==> config.mk <==
export PLATFORM = sky130hd
export DESIGN_NAME = stk500_flash_loader_parser_core
export DESIGN_NICKNAME = d
export VERILOG_FILES = /design/src/rtl/core/stkfl_pkg.sv /design/src/rtl/core/stkfl_ram.sv /design/src/rtl/core/stkfl_out_fifo.sv /design/src/rtl/core/stk500_flash_loader_parser_core.sv
export SDC_FILE = /design/constraint.sdc
export NUM_CORES = 2
export LEC_CHECK = 0
export ABC_AREA = 1
export BUFFER_PORTS_ARGS = -buffer_cell sky130_fd_sc_hd__buf_2
export CAP_MARGIN = 40
export CORE_ASPECT_RATIO = 1.4
export CORE_MARGIN = 2
export CORE_UTILIZATION = 47
export CTS_CLUSTER_SIZE = 20
export DETAILED_ROUTE_END_ITERATION = 8
export GPL_TIMING_DRIVEN = 1
export PLACE_DENSITY = 0.59
export REMOVE_ABC_BUFFERS = 1
export SYNTH_ARGS = -nofsm -noshare
export SYNTH_HDL_FRONTEND = slang
export SYNTH_SLANG_ARGS = --single-unit
==> constraint.sdc <==
create_clock -name i_clk -period 4.2 [get_ports i_clk]
set_clock_uncertainty 0.15 [all_clocks]
set_input_delay 0.21 -clock i_clk [delete_from_list [all_inputs] [get_ports i_clk]]
set_output_delay 0.21 -clock i_clk [all_outputs]
set_load 0.005 [all_outputs]
==> src/rtl/core/stkfl_pkg.sv <==
//------------------------------------------------------------------------------
// stkfl_pkg
// shared types and constants of the stk500 flash loader parser
//------------------------------------------------------------------------------
`default_nettype none
package stkfl_pkg;

    localparam int PAGE_BYTES = 256;
    localparam int PAGE_AW    = $clog2(PAGE_BYTES);

    localparam logic [1:0] OP_HOST  = 2'd0;
    localparam logic [1:0] OP_RDATA = 2'd1;
    localparam logic [1:0] OP_READY = 2'd2;

    localparam logic [2:0] K_HOST   = 3'd0;
    localparam logic [2:0] K_ERASE  = 3'd1;
    localparam logic [2:0] K_PSTART = 3'd2;
    localparam logic [2:0] K_PBYTE  = 3'd3;
    localparam logic [2:0] K_READ   = 3'd4;
    localparam logic [2:0] K_ABORT  = 3'd5;
    localparam logic [2:0] K_LEAVE  = 3'd6;

    localparam logic [1:0] CFG_MAJOR = 2'd0;
    localparam logic [1:0] CFG_MINOR = 2'd1;
    localparam logic [1:0] CFG_SIG   = 2'd2;

    localparam logic [7:0] EOP_BYTE     = 8'h20;
    localparam logic [7:0] REPLY_INSYNC = 8'h14;
    localparam logic [7:0] REPLY_OK     = 8'h10;
    localparam logic [7:0] REPLY_FAILED = 8'h11;
    localparam logic [7:0] REPLY_UNKNOWN = 8'h03;
    localparam logic [7:0] CMD_GET_PARAM = 8'h41;
    localparam logic [7:0] CMD_SET_DEV   = 8'h42;
    localparam logic [7:0] CMD_SET_DEV_X = 8'h45;
    localparam logic [7:0] CMD_LEAVE     = 8'h51;
    localparam logic [7:0] CMD_LOAD_ADDR = 8'h55;
    localparam logic [7:0] CMD_UNIVERSAL = 8'h56;
    localparam logic [7:0] CMD_PROG_PAGE = 8'h64;
    localparam logic [7:0] CMD_READ_PAGE = 8'h74;
    localparam logic [7:0] CMD_READ_SIGN = 8'h75;
    localparam logic [7:0] OP_LOAD_EXT   = 8'h4D;
    localparam logic [7:0] PARAM_MAJOR   = 8'h81;
    localparam logic [7:0] PARAM_MINOR   = 8'h82;
    localparam logic [7:0] DEST_EEPROM   = 8'h45;
    localparam logic [8:0] SKIP_SET_DEV  = 9'd20;
    localparam logic [8:0] SKIP_SET_DEVX = 9'd5;

    localparam int MAX_RES = 5;

    typedef struct packed {
        logic [2:0]  kind;
        logic [7:0]  out_byte;
        logic [23:0] flash_address;
        logic [8:0]  transfer_length;
        logic        last_of_run;
    } t_result;

endpackage
`default_nettype wire

==> src/rtl/core/stkfl_ram.sv <==
//------------------------------------------------------------------------------
// stkfl_ram
// generic ram with one write port and one registered read port
//------------------------------------------------------------------------------
`default_nettype none
module stkfl_ram #(
    parameter int WIDTH = 8,
    parameter int DEPTH = 256
) (
    input  wire                      i_clk,
    input  wire                      i_we,
    input  wire  [$clog2(DEPTH)-1:0] i_waddr,
    input  wire  [WIDTH-1:0]         i_wdata,
    input  wire  [$clog2(DEPTH)-1:0] i_raddr,
    output logic [WIDTH-1:0]         o_rdata
);
    logic [WIDTH-1:0] r_mem [DEPTH];

    always_ff @(posedge i_clk) begin
        if (i_we) begin
            r_mem[i_waddr] <= i_wdata;
        end
        o_rdata <= r_mem[i_raddr];
    end
endmodule
`default_nettype wire

==> src/rtl/core/stkfl_out_fifo.sv <==
//------------------------------------------------------------------------------
// stkfl_out_fifo
// burst queue: takes up to five result items at once and, while i_ready is high, hands out one per cycle
//------------------------------------------------------------------------------
`default_nettype none
module stkfl_out_fifo (
    input  wire                        i_clk,
    input  wire                        i_rst_n,
    input  wire                        i_push,
    input  wire  [2:0]                 i_count,
    input  stkfl_pkg::t_result         i_items [stkfl_pkg::MAX_RES],
    output logic                       o_empty,
    output logic                       o_room,
    output logic                       o_valid,
    input  wire                        i_ready,
    output stkfl_pkg::t_result         o_item
);
    localparam int DEPTH = 8;
    stkfl_pkg::t_result r_q [DEPTH];
    logic [2:0] r_rd, r_wr;
    logic [3:0] r_cnt, n_cnt;
    logic       pop;

    assign o_valid = (r_cnt != 4'd0);
    assign o_empty = (r_cnt == 4'd0);
    assign o_item  = r_q[r_rd];
    assign pop     = o_valid && i_ready;
    // room for a full burst behind the one being pushed now
    assign o_room  = ((r_cnt + (i_push ? {1'b0, i_count} : 4'd0)) <= 4'd3);

    always_comb begin
        n_cnt = r_cnt - {3'd0, pop} + (i_push ? {1'b0, i_count} : 4'd0);
    end

    always_ff @(posedge i_clk) begin
        if (!i_rst_n) begin
            r_rd  <= '0;
            r_wr  <= '0;
            r_cnt <= '0;
        end else begin
            if (pop) r_rd <= r_rd + 3'd1;
            if (i_push) r_wr <= r_wr + i_count;
            r_cnt <= n_cnt;
        end
        if (i_push) begin
            for (int k = 0; k < stkfl_pkg::MAX_RES; k++) begin
                if (3'(k) < i_count) r_q[r_wr + 3'(k)] <= i_items[k];
            end
        end
    end

    a_no_over: assert property (@(posedge i_clk) disable iff (!i_rst_n)
        i_push |-> (r_cnt <= 4'd3)) else $error("queue overflow");
    a_cnt: assert property (@(posedge i_clk) disable iff (!i_rst_n)
        r_cnt <= 4'd8) else $error("count out of range");
    a_pop: assert property (@(posedge i_clk) disable iff (!i_rst_n)
        (pop && !i_push) |=> (r_cnt == $past(r_cnt) - 4'd1)) else $error("pop count");
endmodule
`default_nettype wire

==> src/rtl/core/stk500_flash_loader_parser_core.sv <==
//------------------------------------------------------------------------------
// stk500_flash_loader_parser_core
// stk500 v1 command parser driving an external flash
//------------------------------------------------------------------------------
// usage:
//   input channel (i_valid/o_ready): op and data byte. op 0 is a host byte,
//   op 1 a byte read back from flash, op 2 a ready pulse for the next program
//   byte. each item is parsed into 0 to 5 result items.
//   output channel (o_valid/i_ready): results leave an 8 entry queue one per
//   cycle while i_ready is high; each item's last one has o_last_of_run set.
//   config channel (i_cfg_valid/o_cfg_ready): always ready; 0 major,
//   1 minor, 2 signature.
//   path: an accepted item passes the parse register, then the page read
//   and queue write. throughput: one item per cycle while the queue has
//   room for a full burst; a program data byte read needs the page ram's
//   registered port.
//   reset: synchronous, clears parser state and the queue; the page buffer
//   holds garbage until written. after an abort the block swallows all
//   items until reset. o_ready drops when the queue lacks room for a burst.
//------------------------------------------------------------------------------
`default_nettype none
module stk500_flash_loader_parser_core (
    input  wire         i_clk,
    input  wire         i_rst_n,
    input  wire         i_valid,
    output logic        o_ready,
    input  wire  [1:0]  i_op,
    input  wire  [7:0]  i_data_byte,
    output logic        o_valid,
    input  wire         i_ready,
    output logic [2:0]  o_kind,
    output logic [7:0]  o_out_byte,
    output logic [23:0] o_flash_address,
    output logic [8:0]  o_transfer_length,
    output logic        o_last_of_run,
    input  wire         i_cfg_valid,
    output logic        o_cfg_ready,
    input  wire  [1:0]  i_cfg_index,
    input  wire  [23:0] i_cfg_data
);
    typedef enum logic [3:0] {
        PH_CMD, PH_PARAM, PH_SKIP, PH_ADDR, PH_UNI_OP, PH_UNI_ZERO, PH_UNI_EXT,
        PH_LEN, PH_DEST, PH_DATA, PH_EOP, PH_PROG, PH_READ
    } t_phase;

    localparam int AW = stkfl_pkg::PAGE_AW;

    t_phase r_phase, n_phase;
    logic [7:0]  r_cmd, n_cmd, r_ext, n_ext, r_dest, n_dest, r_erased, n_erased;
    logic [8:0]  r_bcnt, n_bcnt;
    logic [15:0] r_baddr, n_baddr, r_len, n_len;
    logic        r_halted, n_halted;
    logic [7:0]  r_major, r_minor;
    logic [23:0] r_sig;

    // stage 1 registered results, page byte slot filled from ram in stage 2
    stkfl_pkg::t_result r_res [stkfl_pkg::MAX_RES];
    stkfl_pkg::t_result n_res [stkfl_pkg::MAX_RES];
    stkfl_pkg::t_result q_in  [stkfl_pkg::MAX_RES];
    logic [2:0] r_rcnt, n_rcnt;
    logic       r_rvalid, r_pbyte;

    logic        acc, fifo_room, fifo_empty;
    logic        ram_we;
    logic [AW-1:0] ram_waddr, ram_raddr;
    logic [7:0]  ram_rdata;
    logic [23:0] faddr;
    stkfl_pkg::t_result out_item;

    assign o_ready     = fifo_room;
    assign acc         = i_valid && o_ready;
    assign o_cfg_ready = 1'b1;
    assign faddr       = {r_ext, r_baddr};

    always_comb begin
        stkfl_pkg::t_result e;
        logic [15:0] lw;
        logic [8:0]  bc;
        logic        stop;
        e = '0;
        n_phase = r_phase; n_cmd = r_cmd; n_ext = r_ext; n_dest = r_dest;
        n_erased = r_erased; n_bcnt = r_bcnt; n_baddr = r_baddr; n_len = r_len;
        n_halted = r_halted;
        n_rcnt = 3'd0;
        for (int k = 0; k < stkfl_pkg::MAX_RES; k++) n_res[k] = '0;
        ram_we = 1'b0;
        ram_waddr = r_bcnt[AW-1:0];
        ram_raddr = r_bcnt[AW-1:0];
        lw = r_len; bc = r_bcnt; stop = 1'b0;
        if (acc && !r_halted) begin
            if (i_op == stkfl_pkg::OP_HOST) begin
                unique case (r_phase)
                    PH_CMD: begin
                        n_cmd = i_data_byte;
                        unique case (i_data_byte)
                            stkfl_pkg::CMD_GET_PARAM: n_phase = PH_PARAM;
                            stkfl_pkg::CMD_SET_DEV: begin
                                n_bcnt = stkfl_pkg::SKIP_SET_DEV; n_phase = PH_SKIP;
                            end
                            stkfl_pkg::CMD_SET_DEV_X: begin
                                n_bcnt = stkfl_pkg::SKIP_SET_DEVX; n_phase = PH_SKIP;
                            end
                            stkfl_pkg::CMD_LOAD_ADDR: begin
                                n_bcnt = '0; n_len = '0; n_phase = PH_ADDR;
                            end
                            stkfl_pkg::CMD_UNIVERSAL: n_phase = PH_UNI_OP;
                            stkfl_pkg::CMD_PROG_PAGE, stkfl_pkg::CMD_READ_PAGE: begin
                                n_bcnt = '0; n_len = '0; n_phase = PH_LEN;
                            end
                            default: n_phase = PH_EOP;
                        endcase
                    end
                    PH_PARAM: begin
                        n_len = {8'd0, i_data_byte}; n_phase = PH_EOP;
                    end
                    PH_SKIP: begin
                        bc = (r_bcnt != 9'd0) ? r_bcnt - 9'd1 : r_bcnt;
                        n_bcnt = bc;
                        if (bc == 9'd0) n_phase = PH_EOP;
                    end
                    PH_ADDR: begin
                        lw = r_len | ((r_bcnt < 9'd2) ? {8'd0, i_data_byte}
                                                      : {i_data_byte, 8'd0});
                        n_len = lw;
                        n_bcnt = r_bcnt + 9'd1;
                        if (n_bcnt >= 9'd4) begin
                            n_ext = {r_ext[7:1], lw[15]};
                            n_baddr = {lw[14:0], 1'b0};
                            n_phase = PH_EOP;
                        end
                    end
                    PH_UNI_OP: begin
                        if (i_data_byte == stkfl_pkg::OP_LOAD_EXT) n_phase = PH_UNI_ZERO;
                        else begin
                            n_bcnt = 9'd3; n_phase = PH_SKIP;
                        end
                    end
                    PH_UNI_ZERO: n_phase = PH_UNI_EXT;
                    PH_UNI_EXT: begin
                        n_ext = {i_data_byte[6:0], r_ext[0]};
                        n_bcnt = 9'd1; n_phase = PH_SKIP;
                    end
                    PH_LEN: begin
                        lw = r_len | ((r_bcnt < 9'd2) ? {i_data_byte, 8'd0}
                                                      : {8'd0, i_data_byte});
                        n_len = lw;
                        n_bcnt = r_bcnt + 9'd1;
                        if (n_bcnt >= 9'd4) begin
                            if (lw == 16'd0 || lw > 16'(stkfl_pkg::PAGE_BYTES)) begin
                                e.kind = stkfl_pkg::K_ABORT;
                                n_res[0] = e; n_rcnt = 3'd1;
                                n_halted = 1'b1; n_phase = PH_CMD;
                            end else n_phase = PH_DEST;
                        end
                    end
                    PH_DEST: begin
                        n_dest = i_data_byte; n_bcnt = '0;
                        n_phase = (r_cmd == stkfl_pkg::CMD_PROG_PAGE) ? PH_DATA : PH_EOP;
                    end
                    PH_DATA: begin
                        if (r_bcnt < 9'(stkfl_pkg::PAGE_BYTES)) ram_we = 1'b1;
                        n_bcnt = r_bcnt + 9'd1;
                        if ({7'd0, n_bcnt} >= r_len) n_phase = PH_EOP;
                    end
                    PH_EOP: begin
                        n_phase = PH_CMD;
                        if (i_data_byte != stkfl_pkg::EOP_BYTE) begin
                            e.out_byte = stkfl_pkg::REPLY_FAILED; n_res[0] = e;
                            e = '0; e.kind = stkfl_pkg::K_ABORT; n_res[1] = e;
                            n_rcnt = 3'd2; n_halted = 1'b1;
                        end else begin
                            e.out_byte = stkfl_pkg::REPLY_INSYNC; n_res[0] = e;
                            n_rcnt = 3'd1;
                            unique case (r_cmd)
                                stkfl_pkg::CMD_GET_PARAM: begin
                                    e = '0;
                                    if (r_len[7:0] == stkfl_pkg::PARAM_MINOR)
                                        e.out_byte = r_minor;
                                    else if (r_len[7:0] == stkfl_pkg::PARAM_MAJOR)
                                        e.out_byte = r_major;
                                    else e.out_byte = stkfl_pkg::REPLY_UNKNOWN;
                                    n_res[1] = e; n_rcnt = 3'd2;
                                end
                                stkfl_pkg::CMD_UNIVERSAL: begin
                                    n_res[1] = '0; n_rcnt = 3'd2;
                                end
                                stkfl_pkg::CMD_PROG_PAGE: begin
                                    stop = 1'b1;
                                    if (r_dest == stkfl_pkg::DEST_EEPROM) begin
                                        e = '0; e.kind = stkfl_pkg::K_ABORT;
                                        n_res[1] = e; n_rcnt = 3'd2; n_halted = 1'b1;
                                    end else begin
                                        e = '0; e.kind = stkfl_pkg::K_ERASE;
                                        e.flash_address = faddr;
                                        if (r_baddr == 16'd0 && (r_ext >= 8'd8 ||
                                                !r_erased[r_ext[2:0]])) begin
                                            n_res[1] = e; n_rcnt = 3'd2;
                                            if (r_ext < 8'd8)
                                                n_erased[r_ext[2:0]] = 1'b1;
                                        end
                                        e.kind = stkfl_pkg::K_PSTART;
                                        e.transfer_length = r_len[8:0];
                                        n_res[n_rcnt] = e; n_rcnt = n_rcnt + 3'd1;
                                        n_bcnt = '0; n_phase = PH_PROG;
                                    end
                                end
                                stkfl_pkg::CMD_READ_PAGE: begin
                                    stop = 1'b1;
                                    e = '0; e.kind = stkfl_pkg::K_READ;
                                    e.flash_address = faddr;
                                    e.transfer_length = r_len[8:0];
                                    n_res[1] = e; n_rcnt = 3'd2;
                                    n_bcnt = '0; n_phase = PH_READ;
                                end
                                stkfl_pkg::CMD_READ_SIGN: begin
                                    e = '0;
                                    e.out_byte = r_sig[23:16]; n_res[1] = e;
                                    e.out_byte = r_sig[15:8];  n_res[2] = e;
                                    e.out_byte = r_sig[7:0];   n_res[3] = e;
                                    n_rcnt = 3'd4;
                                end
                                default: ;
                            endcase
                            if (!stop) begin
                                e = '0; e.out_byte = stkfl_pkg::REPLY_OK;
                                n_res[n_rcnt] = e; n_rcnt = n_rcnt + 3'd1;
                                if (r_cmd == stkfl_pkg::CMD_LEAVE) begin
                                    e = '0; e.kind = stkfl_pkg::K_LEAVE;
                                    n_res[n_rcnt] = e; n_rcnt = n_rcnt + 3'd1;
                                end
                            end
                        end
                    end
                    PH_PROG, PH_READ: ;
                    default: n_phase = PH_CMD;
                endcase
            end else if (i_op == stkfl_pkg::OP_RDATA && r_phase == PH_READ) begin
                e.out_byte = i_data_byte; n_res[0] = e; n_rcnt = 3'd1;
                n_bcnt = r_bcnt + 9'd1;
                if ({7'd0, n_bcnt} >= r_len) begin
                    e = '0; e.out_byte = stkfl_pkg::REPLY_OK; n_res[1] = e;
                    n_rcnt = 3'd2; n_phase = PH_CMD;
                end
            end else if (i_op == stkfl_pkg::OP_READY && r_phase == PH_PROG) begin
                e.kind = stkfl_pkg::K_PBYTE; e.flash_address = faddr;
                e.transfer_length = r_len[8:0];
                n_res[0] = e; n_rcnt = 3'd1;
                n_bcnt = r_bcnt + 9'd1;
                if ({7'd0, n_bcnt} >= r_len) begin
                    e = '0; e.out_byte = stkfl_pkg::REPLY_OK; n_res[1] = e;
                    n_rcnt = 3'd2; n_phase = PH_CMD;
                end
            end
        end
        if (n_rcnt != 3'd0) n_res[n_rcnt - 3'd1].last_of_run = 1'b1;
    end

    stkfl_ram #(.WIDTH(8), .DEPTH(stkfl_pkg::PAGE_BYTES)) u_page (
        .i_clk   (i_clk),
        .i_we    (ram_we),
        .i_waddr (ram_waddr),
        .i_wdata (i_data_byte),
        .i_raddr (ram_raddr),
        .o_rdata (ram_rdata)
    );

    always_ff @(posedge i_clk) begin
        if (!i_rst_n) begin
            r_phase <= PH_CMD; r_cmd <= '0; r_ext <= '0; r_dest <= '0;
            r_erased <= '0; r_bcnt <= '0; r_baddr <= '0; r_len <= '0;
            r_halted <= 1'b0; r_rvalid <= 1'b0; r_rcnt <= '0; r_pbyte <= 1'b0;
            r_major <= 8'd6; r_minor <= 8'd2; r_sig <= 24'h1E9801;
        end else begin
            r_phase <= n_phase; r_cmd <= n_cmd; r_ext <= n_ext; r_dest <= n_dest;
            r_erased <= n_erased; r_bcnt <= n_bcnt; r_baddr <= n_baddr; r_len <= n_len;
            r_halted <= n_halted;
            r_rvalid <= acc;
            r_rcnt <= n_rcnt;
            r_pbyte <= (n_rcnt != 3'd0) && (n_res[0].kind == stkfl_pkg::K_PBYTE);
            if (i_cfg_valid) begin
                unique case (i_cfg_index)
                    stkfl_pkg::CFG_MAJOR: r_major <= i_cfg_data[7:0];
                    stkfl_pkg::CFG_MINOR: r_minor <= i_cfg_data[7:0];
                    stkfl_pkg::CFG_SIG:   r_sig   <= i_cfg_data;
                    default: ;
                endcase
            end
        end
        r_res <= n_res;
    end

    always_comb begin
        for (int k = 0; k < stkfl_pkg::MAX_RES; k++) q_in[k] = r_res[k];
        if (r_pbyte) q_in[0].out_byte = ram_rdata;
    end

    stkfl_out_fifo u_fifo (
        .i_clk   (i_clk),
        .i_rst_n (i_rst_n),
        .i_push  (r_rvalid && r_rcnt != 3'd0),
        .i_count (r_rcnt),
        .i_items (q_in),
        .o_empty (fifo_empty),
        .o_room  (fifo_room),
        .o_valid (o_valid),
        .i_ready (i_ready),
        .o_item  (out_item)
    );

    assign o_kind            = out_item.kind;
    assign o_out_byte        = out_item.out_byte;
    assign o_flash_address   = out_item.flash_address;
    assign o_transfer_length = out_item.transfer_length;
    assign o_last_of_run     = out_item.last_of_run;

    a_halt_sticky: assert property (@(posedge i_clk) disable iff (!i_rst_n)
        r_halted |=> r_halted) else $error("halt cleared");
    a_halt_silent: assert property (@(posedge i_clk) disable iff (!i_rst_n)
        r_halted |-> (n_rcnt == 3'd0)) else $error("result while halted");
    a_burst_max: assert property (@(posedge i_clk) disable iff (!i_rst_n)
        n_rcnt <= 3'd5) else $error("burst too long");
    a_empty_idle: assert property (@(posedge i_clk) disable iff (!i_rst_n)
        fifo_empty |-> !o_valid) else $error("valid from empty queue");
endmodule
`default_nettype wire

==> out/metrics.cfg <==
[run_status]
status = completed

[sta]
maxClockFrequency_ghz = 0.255
final-setup-viol-count = 0
report.final.hold_viol_count = 0
post-route-period-util_pct = 93.5
timing_max_transition_violations_final = 0
setup_total_negative_slack_ns = 0
max-slew-margin-rel_pct = 34.8
worst_pin_slew_ns = 0.978
grt_setup_unrepaired = false
finalWorstPathRequiredPeriod_ns = 3.93
postLayoutSetupSlackWorst_ns = 0.275
hold_slack_ns = 0.0494

[floorplanning]
io_pins = 89
die_footprint_mm2 = 0.247
die-width_um = 421
rows = 214
core_region_area_mm2 = 0.242
initial_core_util_pct = 47.2
die_y_um = 587

[yosys]
combinational_family_with_the_most_area_after_synthesis = compound AO/OA/AOI/OAI gates
synth_fa_ha_area_share_pct = 0.363
yosysSeqAreaShare_pct = 68.1
post_synth_mux_area_share_pct = 0.0263
compound_gate_fraction_of_synth_area_pct = 14.6
yosys_register_bits = 2687
xor_xnor_share_of_the_synthesized_area_pct = 0.0843
synthFlopType = sky130_fd_sc_hd__edfxtp_1
synth.yosys.warnings = 0
post_synthesis_simple_gate_area_fraction_pct = 12.8
syn-instance-count = 10478
synth_cell_type_count = 62
postSynth.asyncResetShare_pct = 0
synth_area_mm2 = 0.114
edff_count_synth = 2400
syn-mean-instance-area_um2 = 10.9

[clock_tree]
cts-root-to-sink-buffers = 4
cts_max_level = 5
cts_post_setup_buffers_inserted = 0
cts_tree = done
cts.reportedPaths.clkPinSlew_ns = 0.06
cts-buffers-inserted = 268
cts_resized = 0
clk_root_buffer_cell = sky130_fd_sc_hd__clkbuf_16
cts_sinks = 2687
post_cts_hold_buffer_count = 71
worstSkewPairLatency_ns = 0.88

[setup_path]
crit_path_start_kind = register
crit_path_cell_trace = ha_1 > inv_1 > nor2_2 > nand2_1 > xor2_1 > inv_1 > ha_1 > nand3_1 > nor2_1 > nand3_1 > nand3_1 > a21boi_0 > nand2_4 > ha_1 > xor2_1 > nand3_1 > nor2_1
worstPathRequired_ns = 4.84
worst_ep_arrival_time_ns = 4.56
end_kind = register
crit_fanout = 17
r2r_setup_slack_ns = 0.27
crit_top_cell = sky130_fd_sc_hd__nand3_1
critical_path.max_stage_delay_ns = 0.55
cp_slowest_cell = sky130_fd_sc_hd__dfxtp_4
path_class = reg2reg
critPathBufInv = 2
family_with_the_most_delay_on_the_worst_path = simple AND/OR/NAND/NOR gates

[route]
wl_per_cell_um = 28.5
drt.antenna.violating_nets = 0
first_pass_iters = 7
viasPerCell = 6.16
detail_route.wirelength_mm = 404
drt_first_iter_violations = 11753
detailroute.via_count = 87237
drcViolationCount = 0

[power]
power.density_mw_per_mm2 = 473
finalPower_w = 0.0617
share_comb_of_total_power_pct = 13.3
power_switching_share_pct = 26.6
p_seq_share_pct = 47.5
leakagePower_nw = 45.3
total_switching_power_w = 0.0164
power_report.internal_total_w = 0.0453
clock_power_share_pct = 39.2
worst_vdd_rail_ir_drop_mv = 0.283

[grt]
grt_pass1_wl_mm = 574
track_usage_pct = 31.8
first_global_vias = 84964
maximum_number_of_pins_on_one_net_before_global_route_repair = 177
grt_antenna_before_repair = 13
aggregate_global_routing_overflow = 0

[flow_run]
cap_viol_max_count = 0

[placement]
detailed_place_hpwl_mm = 252
io_buffer_count = 86
routability_congestion = 1.01
place_inst = 13604
detailedPlace.worstSlack_ns = 0.347

[worst_hold_path]
classification_of_the_worst_slack_hold_path = in2reg

[cells_and_area]
layout.nets = 10778
mostFrequentLayoutCell = sky130_fd_sc_hd__nor2_1
syn2layout_area_growth_pct = 14.1
final_layout_size_suffix_gt1_share_pct = 10.8
mostFrequentLayoutCells = 2414 x sky130_fd_sc_hd__nor2_1, 2400 x sky130_fd_sc_hd__edfxtp_1, 1533 x sky130_fd_sc_hd__o21ai_0
num-fill-cells = 20766
final_cells = 14152

metrics by stage:
step / instance area, µm² / util (%)
CTS: 130000 / 53.8
finish: 130000 / 53.8
global placement: 121000 / 49.8
floorplan: 111000 / -
global route: 130000 / 53.8
detailed placement: 121000 / 49.9
final timing paths:
| path | startpoint | to | depth (start not counted) |
|---|---|---|---|
| max | r_bcnt[0] | q_in[135] | 17 |
| min | i_cfg_data[5] | r_minor[5] | 4 |
| max reg2reg | r_bcnt[0] | q_in[135] | 17 |
| min reg2reg | r_sig[5] | q_in[84] | 2 |
tightest hold or removal path, stage by stage:
cell                            delay (ns)
sky130_fd_sc_hd__dlygate4sd3_1        0.53
sky130_fd_sc_hd__buf_2                0.14
sky130_fd_sc_hd__nor2_1               0.05
sky130_fd_sc_hd__nor2_1               0.08
kinds of logic (layout without fill, tap and decap cells):
kind of cell	Yosys count	after routing
AND/OR/NAND/NOR	3678	3678
AO/OA/AOI/OAI	2919	2919
flip-flops	2687	2687
buffers and inverters	1146	1559
adder cells (fa/ha/maj)	32	32
XOR/XNOR	11	11
multiplexers	3	3
other	2	23
cell type report:
cell class	instances	area (µm²)	share of cell area [%]
flip-flops and latches	2687	77800	59.7
clock inverters	141	1430	1.10
clock buffers	331	7290	5.59
well taps	3240	4050	3.11
repair buffers	725	6360	4.88
multi-input cells	6661	32000	24.6
diodes	5	12.5	0.00960
inverters	362	1380	1.06
Yosys cell counts, types with 36 or more instances:
| master | instances | area, µm² |
|---|---|---|
| sky130_fd_sc_hd__a21oi_1 | 377 | 1890 |
| sky130_fd_sc_hd__edfxtp_1 | 2400 | 72100 |
| sky130_fd_sc_hd__clkbuf_1 | 532 | 2000 |
| sky130_fd_sc_hd__a22o_1 | 36 | 315 |
| sky130_fd_sc_hd__dfxtp_1 | 287 | 5750 |
| sky130_fd_sc_hd__buf_2 | 134 | 671 |
| sky130_fd_sc_hd__nand3_1 | 114 | 571 |
| sky130_fd_sc_hd__o32ai_1 | 260 | 2280 |
| sky130_fd_sc_hd__buf_1 | 63 | 236 |
| sky130_fd_sc_hd__o21ai_0 | 1535 | 7680 |
| sky130_fd_sc_hd__clkbuf_2 | 36 | 180 |
| sky130_fd_sc_hd__nand2_1 | 929 | 3490 |
| sky130_fd_sc_hd__o22ai_1 | 553 | 3460 |
| sky130_fd_sc_hd__nor2_1 | 2417 | 9070 |
| sky130_fd_sc_hd__nand4_1 | 66 | 413 |
| sky130_fd_sc_hd__nor3_1 | 77 | 385 |
| sky130_fd_sc_hd__inv_1 | 318 | 1190 |
| sky130_fd_sc_hd__a31oi_1 | 62 | 388 |
power groups by stage:
| stage | Sequential [W] | Clock (W) | Combinational, W |
|---|---|---|---|
| after global routing | 0.0293 | 0.0254 | 0.00880 |
| after CTS | 0.0293 | 0.0244 | 0.00811 |
| after detailed placement | 0.0299 | 0 | 0.00803 |
| after floorplan | 0.0302 | 0 | 0.00426 |
| after global placement | 0.0299 | 0 | 0.00797 |
| final | 0.0293 | 0.0242 | 0.00821 |
flip-flops by register name, indices dropped and copies added (netlist names), named ones only:
name,flops
r_sig,24
r_halted,1
u_page.r_mem,2048
u_fifo.r_rd,3
q_in,136
r_rvalid,1
u_fifo.r_wr,3
r_baddr,15
r_rcnt,3
u_fifo.r_cnt,4
r_phase,4
r_len,16
r_erased,8
r_bcnt,9
r_cmd,8
r_dest,8
r_ext,8
r_res,8
r_pbyte,1
u_page.o_rdata,8
u_fifo.r_q,352
r_major,8
r_minor,8
per-layer routing:
metal	wire length, µm	vias to the layer above	global-route usage, %
met2	200000	5141	54.5
li1	-	38082	-
met4	29400	12	20.3
met1	141000	42659	37.1
met5	75	-	0
met3	33000	1343	4.83
(Power assumes the default switching activity.)
